===== config.mk =====
export PLATFORM = sky130hd
export DESIGN_NAME = pss_cell
export DESIGN_NICKNAME = d
export VERILOG_FILES = /design/src/rtl/pss_pkg.sv /design/src/rtl/pss_cell.sv
export SDC_FILE = /design/constraint.sdc
export NUM_CORES = 1
export LEC_CHECK = 0
export ABC_AREA = 1
export BUFFER_PORTS_ARGS = -buffer_cell sky130_fd_sc_hd__buf_2
export CAP_MARGIN = 15
export CORE_MARGIN = 5
export CORE_UTILIZATION = 30
export CTS_BUF_LIST = sky130_fd_sc_hd__clkbuf_2
export CTS_CLUSTER_SIZE = 30
export DETAILED_ROUTE_END_ITERATION = 6
export HOLD_SLACK_MARGIN = 0.03
export SLEW_MARGIN = 20
export SYNTH_ARGS = -nofsm -noshare
export SYNTH_HDL_FRONTEND = slang
export SYNTH_SLANG_ARGS = --single-unit

===== constraint.sdc =====
create_clock -name clock -period 4.4 [get_ports clock]
set_input_delay 0.88 -clock clock [delete_from_list [all_inputs] [get_ports clock]]
set_output_delay 0.88 -clock clock [all_outputs]
set_load 0.1 [all_outputs]

===== src/rtl/pss_pkg.sv =====
// pss_pkg: shared sizes, opcode/status codes and the cell command bundle
// for the positional sequence store. No dependencies.
`default_nettype none

package pss_pkg;

   localparam int CAPACITY = 64;
   localparam int ELEM_W   = 32;                       // stored element width
   localparam int DATA_W   = 32;                       // value / read_value ports
   localparam int POS_W    = 7;                        // position / count ports
   localparam int CNT_W    = $clog2(CAPACITY + 1);     // count register
   localparam int CMP_W    = (CNT_W > POS_W) ? CNT_W : POS_W;
   localparam int GRP_SZ   = 8;                        // taps per gather group
   localparam int NGRP     = (CAPACITY + GRP_SZ - 1) / GRP_SZ;

   typedef enum logic [2:0] {
      OP_INS_FRONT = 3'd0,
      OP_INS_BACK  = 3'd1,
      OP_INS_POS   = 3'd2,
      OP_REM_FRONT = 3'd3,
      OP_REM_BACK  = 3'd4,
      OP_REM_POS   = 3'd5,
      OP_READ      = 3'd6,
      OP_WRITE     = 3'd7
   } opcode_type;

   typedef enum logic [1:0] {
      ST_OK    = 2'd0,
      ST_FULL  = 2'd1,
      ST_EMPTY = 2'd2,
      ST_RANGE = 2'd3
   } status_type;

   typedef enum logic [1:0] {
      CELL_HOLD   = 2'd0,
      CELL_INSERT = 2'd1,
      CELL_REMOVE = 2'd2,
      CELL_WRITE  = 2'd3
   } cell_op_type;

   // Broadcast to every cell on the cycle a request is accepted.
   typedef struct packed {
      logic                accept;
      cell_op_type         op;
      logic [CMP_W-1:0]    pos;
      logic [ELEM_W-1:0]   value;
   } cell_cmd_type;

endpackage

`default_nettype wire


===== src/rtl/pss_cell.sv =====
// pss_cell: one storage slot of the sequence, shifts with its neighbors.
// Depends on pss_pkg.
`default_nettype none

module pss_cell
   import pss_pkg::*;
(
   input  wire logic                clock,
   input  wire cell_cmd_type        cmd,
   input  wire logic [CMP_W-1:0]    index,
   input  wire logic [ELEM_W-1:0]   left_data,   // from slot index-1
   input  wire logic [ELEM_W-1:0]   right_data,  // from slot index+1
   output      logic [ELEM_W-1:0]   data,
   output      logic [ELEM_W-1:0]   tap          // old data if index matched
);

   logic [ELEM_W-1:0] data_ff, data_in;
   logic [ELEM_W-1:0] tap_ff;
   logic              hit;

   assign hit = (index == cmd.pos);

   always_comb begin
      unique case (cmd.op)
         CELL_HOLD:   data_in = data_ff;
         CELL_INSERT: data_in = (index > cmd.pos) ? left_data :
                                (hit ? cmd.value : data_ff);
         CELL_REMOVE: data_in = (index >= cmd.pos) ? right_data : data_ff;
         CELL_WRITE:  data_in = hit ? cmd.value : data_ff;
         default:     data_in = data_ff;
      endcase
   end

   always_ff @(posedge clock) begin
      if (cmd.accept) begin
         tap_ff  <= hit ? data_ff : '0;
         data_ff <= data_in;
      end
   end

   assign data = data_ff;
   assign tap  = tap_ff;

endmodule

`default_nettype wire


Word-level counts from Yosys, hierarchy flattened --
Index checks and enable logic that the tools add are counted.
Storage, ports and cells: flip-flop bits (word level) 64, bits in latches 0, memory bits (writable) 0, memory bits (read-only) 0, input bits 114, output and inout bits 64, memories kept 0
Cells by class: add/sub/neg operators 0, multiply operators 0, div/mod/pow operators 0, order comparisons 2, eq/ne operators 5, shifts and indexed selects 0, multiplexer cells 4, bitwise operators 1, reductions and logical operators 2
Operators with widths (number):
- $mux W32 | 3
- $pmux W32 S3 | 1
- $eq A7 B7 Y1 | 1
- $ge A7 B7 Y1 | 1
- $gt A7 B7 Y1 | 1
- $eq A2 B2 Y1 const B | 2
- $reduce_and A3 Y1 | 1
- $eq A2 B1 Y1 const B | 1
- $logic_not A2 Y1 | 1
- $ne A2 B2 Y1 const B | 1
- $not A1 Y1 | 1

Depth between registers and ports, before layout --
depth in word-level cells 4, gate-level depth with buffers 12, gate-level depth less buffers 11

Least setup slack after synthesis --
OpenSTA, ideal clock, no wires.
kind in2reg, start in cmd[34] (netlist name), end reg data_ff[0], in the netlist data[0], enable pin, library setup time 0.471 ns, data arrival time 4.150 ns, path slack -0.221 ns, cell stages on the path 9, cells stage by stage inv_1 ha_1 nand2_1 nor2_4 nand2_2 buf_4 nand3_1 nand2_1 a21boi_0
On the way: longest elaborated chain between the ends 3
Ends and longest elaborated chain:
- from (decl) | RTL line pss_cell.sv:9 | input wire cell_cmd_type cmd,
- $ge A7 B7 Y1 | RTL line pss_cell.sv:28 | CELL_REMOVE: data_in = (index >= cmd.pos) ? right_data : data_ff;
- $ne A2 B2 Y1 (no line)
- $reduce_and A3 Y1 (no line)
- to (signal assigned) | RTL line pss_cell.sv:37 | data_ff <= data_in;
- to (decl) | RTL line pss_cell.sv:17 | logic [ELEM_W-1:0] data_ff, data_in;
No other way between the ends. A chain may end at the register's enable or synchronous reset.

Worst setup path in the final report --
start in cmd[36] (netlist name), end reg data_ff[19], in the netlist data[19], data pin
On the way: longest elaborated chain between the ends 4
Ends and longest elaborated chain:
- branches (longest 3 deep; another with $gt A7 B7 Y1)
- $pmux W32 S3 * | RTL line pss_cell.sv:24 | unique case (cmd.op)
- via data_in[19] | RTL line pss_cell.sv:17
Mark *: on every way through the listed nets, which the timed path passes.

==> impl_results.md <==
- Worst skew pair latency: 0.53 ns
- Critical path endpoint category: flop
- Routed len/inst: roughly 14 um
- Rel. slew slack: between 30% and 40%
- Syn_nets: 608
- Global Route met2 Usage: 25.6%
- Setup TNS: 0 ns
- Largest net degree at the start of global routing: 66
- P per Cell Area: approximately 320 nW/um^2
- Syn avg cell area: approximately 8 sq um
- Num Clock Sinks: 64
- Max stage delay on crit path: around 0.75 ns
- Global-route wire length before repair: 18,000 um
- Yosys warns: 0
- Slowest CP cell: a21oi_4
- Gr ovfl total: 0
- Drt initial violations: 344
- Number of global-route vias before repair: 3,587
- Die area: 15,000 sq um
- Worst Max-Slew Pin Slew: 1.03 ns
- Most used cell, CP: nand2_1
- Die width: between 100 and 150 um
- Net count, final: 774
- Maxcap violations: 0
- Routed vias: 3,713
- Worst vdd ir: about 85 uV
- Row count: 41
- Outcome: completed
- Min-Delay Path Class: flop to flop
- I/O pin cnt: about 180
- Fmax: between 0.3 and 0.4 GHz
- Synth Flop Type: edfxtp_1
- Netlist cell types: 19
- Synth-to-layout area growth: 28.1%
- TritonCTS Buffers: 9
- Initial antenna violation count: 1
- Global Route Usage Sum: 15.6%
- Worst reg2reg setup slack: 3.40 ns
- Critical Path, Cell by Cell: buf_2 > inv_1 > ha_1 > nand2_1 > nor2_8 > a21oi_4 > nand2_2 > nand3_1 > nand2_1
- Root Driver: clkbuf_2
- Port Buffer Count: 177
- CP startpoint kind: input pin
- Post-synthesis sequential area ratio: around half
- Yosys top cell by area: edfxtp_1
- CP Data Arrival Time: 3.27 ns
- Fin crit period: between 2 and 3 ns
- Final period util: 67.9%
- Async SR Flop Fraction: 0%
- DR vias/cell: 4.48
- M3 GR Usage: under 10%
- Met1 GRT Util: a little under 20%
- DP Area: 4800 sq um
- Initial Utilization: 30.4%
- H-tree depth: 3
- Critical path type: input pin to flop
- Share of cells above drive strength 1: 31.1%
- CP top delay family: simple AND/OR/NAND/NOR gates
- Top Usage Layer GRT: met2
- Design Power: 0.00156 W
- Clk buf depth: 2
- Leak: 2.69 nW
- Final wirelength: 11,900 um
- Routed Antenna Nets: 0
- Setup Skew: around 0.017 ns
- HPWL Detailed: 8780 um
- Slew Viols, Final: 0
- Gp weighted congestion: 0.848
- Number of synthesized flops with an enable pin: 64
- Worst-path clk slew: between 0.15 and 0.2 ns
- Setup-failing EPs final: 0
- Fin. Hold Viols: 0
- CTS tree: yes
- Synthesized area: 3800 sq um
- Crit path max fanout: 34
- Die Y: 123 um
- Post-CTS setup buffers: 0
- Dominant cells by area after synthesis: edfxtp_1 (51%), nand2_1 (16%), nand3_1 (13%)
- #FFs+latches synth: 64
- Total core area: 12,500 sq um
- Unrepaired setup endpoints after global routing: no
- Layout Cell Area excl Fill: 4870 sq um
- Post-CTS Hold Buffers: 0
- Commonest non-fill, non-tap cell in the layout: buf_2
- # resized after CTS: 0
- DR pass1 iterations: 5
- Most frequent cells in the layout: buf_2 (177), nand2_1 (167), nand3_1 (97)
- Utilization after layout: 38.9%
- Post-Synthesis Cells: 487
- Critical Path RT: around 4.7 ns
- Synth top area share: roughly 50%
- WP buf/inv: 2
- DRC: 0
## metal layers
| layer | up-vias | part of all wire, % |
|---|---|---|
| met5 | - | 0 |
| met4 | 0 | 2.6 |
| met3 | 22 | 8.4 |
| met2 | 176 | 48 |
| met1 | 1654 | 41 |
| li1 | 1861 | - |
## sequential cells by signal, summed over array words and instances (netlist names)
name	count
data	32
tap	32
## Yosys cell counts (2+ instances only)
cell type and instances:
edfxtp_1 64, ha_1 7, buf_2 13, nand3_1 97, buf_1 3, a21oi_1 2, clkbuf_1 4, nor2_1 33
nand2_2 4, inv_1 79, buf_4 7, nand2_1 167
## worst register-to-register path: stages (launching register included)
cell and delay (ns):
edfxtp_1 0.46, nand2_1 0.09, nand2_1 0.06, nand3_1 0.08, nand2_1 0.08
## final timing paths
check,cells past startpoint,start,to
setup / recovery,9,cmd[36],data[19]
hold / removal,2,data[22],tap[22]
setup reg to reg,4,data[19],data[19]
hold reg to reg,2,data[22],tap[22]
## layout make-up
class	count	area, sq um
fill	1348	7650
sequential	64	1920
multi-input combinational	316	1440
timing repair buffer	183	931
inverter	79	297
tap	172	215
clock buffer	10	50.0
clock inverter	3	12.5
antenna	1	2.50
## metrics by stage
| stage | cells | setup slack, ns | hold WS, ns |
|---|---|---|---|
| 6_report | 828 | 1.41 | 0.629 |
| 3_5_place_dp | 814 | 0.849 | 0.585 |
| 4_1_cts | 827 | 1.44 | 0.623 |
| 3_3_place_gp | 814 | 0.896 | 0.595 |
| 2_1_floorplan | 487 | 0.660 | 0.992 |
| 5_1_grt | 828 | 1.20 | 0.662 |
## report_power, final
group	total (W)	switching, W	internal [W]
sequential	0.000744	0.0000243	0.000719
clock	0.000268	0.000205	0.0000632
combinational	0.000545	0.000427	0.000119
## kinds of logic (layout without fill, tap and decap cells)
family,Yosys count,count (layout),share of synthesized area [%]
flops,64,64,50.5
fa+ha+maj,7,7,2.30
buf+inv,107,275,11.9
compound gates,5,5,1.12
simple gates,304,304,34.2
other cells,0,1,0
Power figures use the tool's default switching activity.
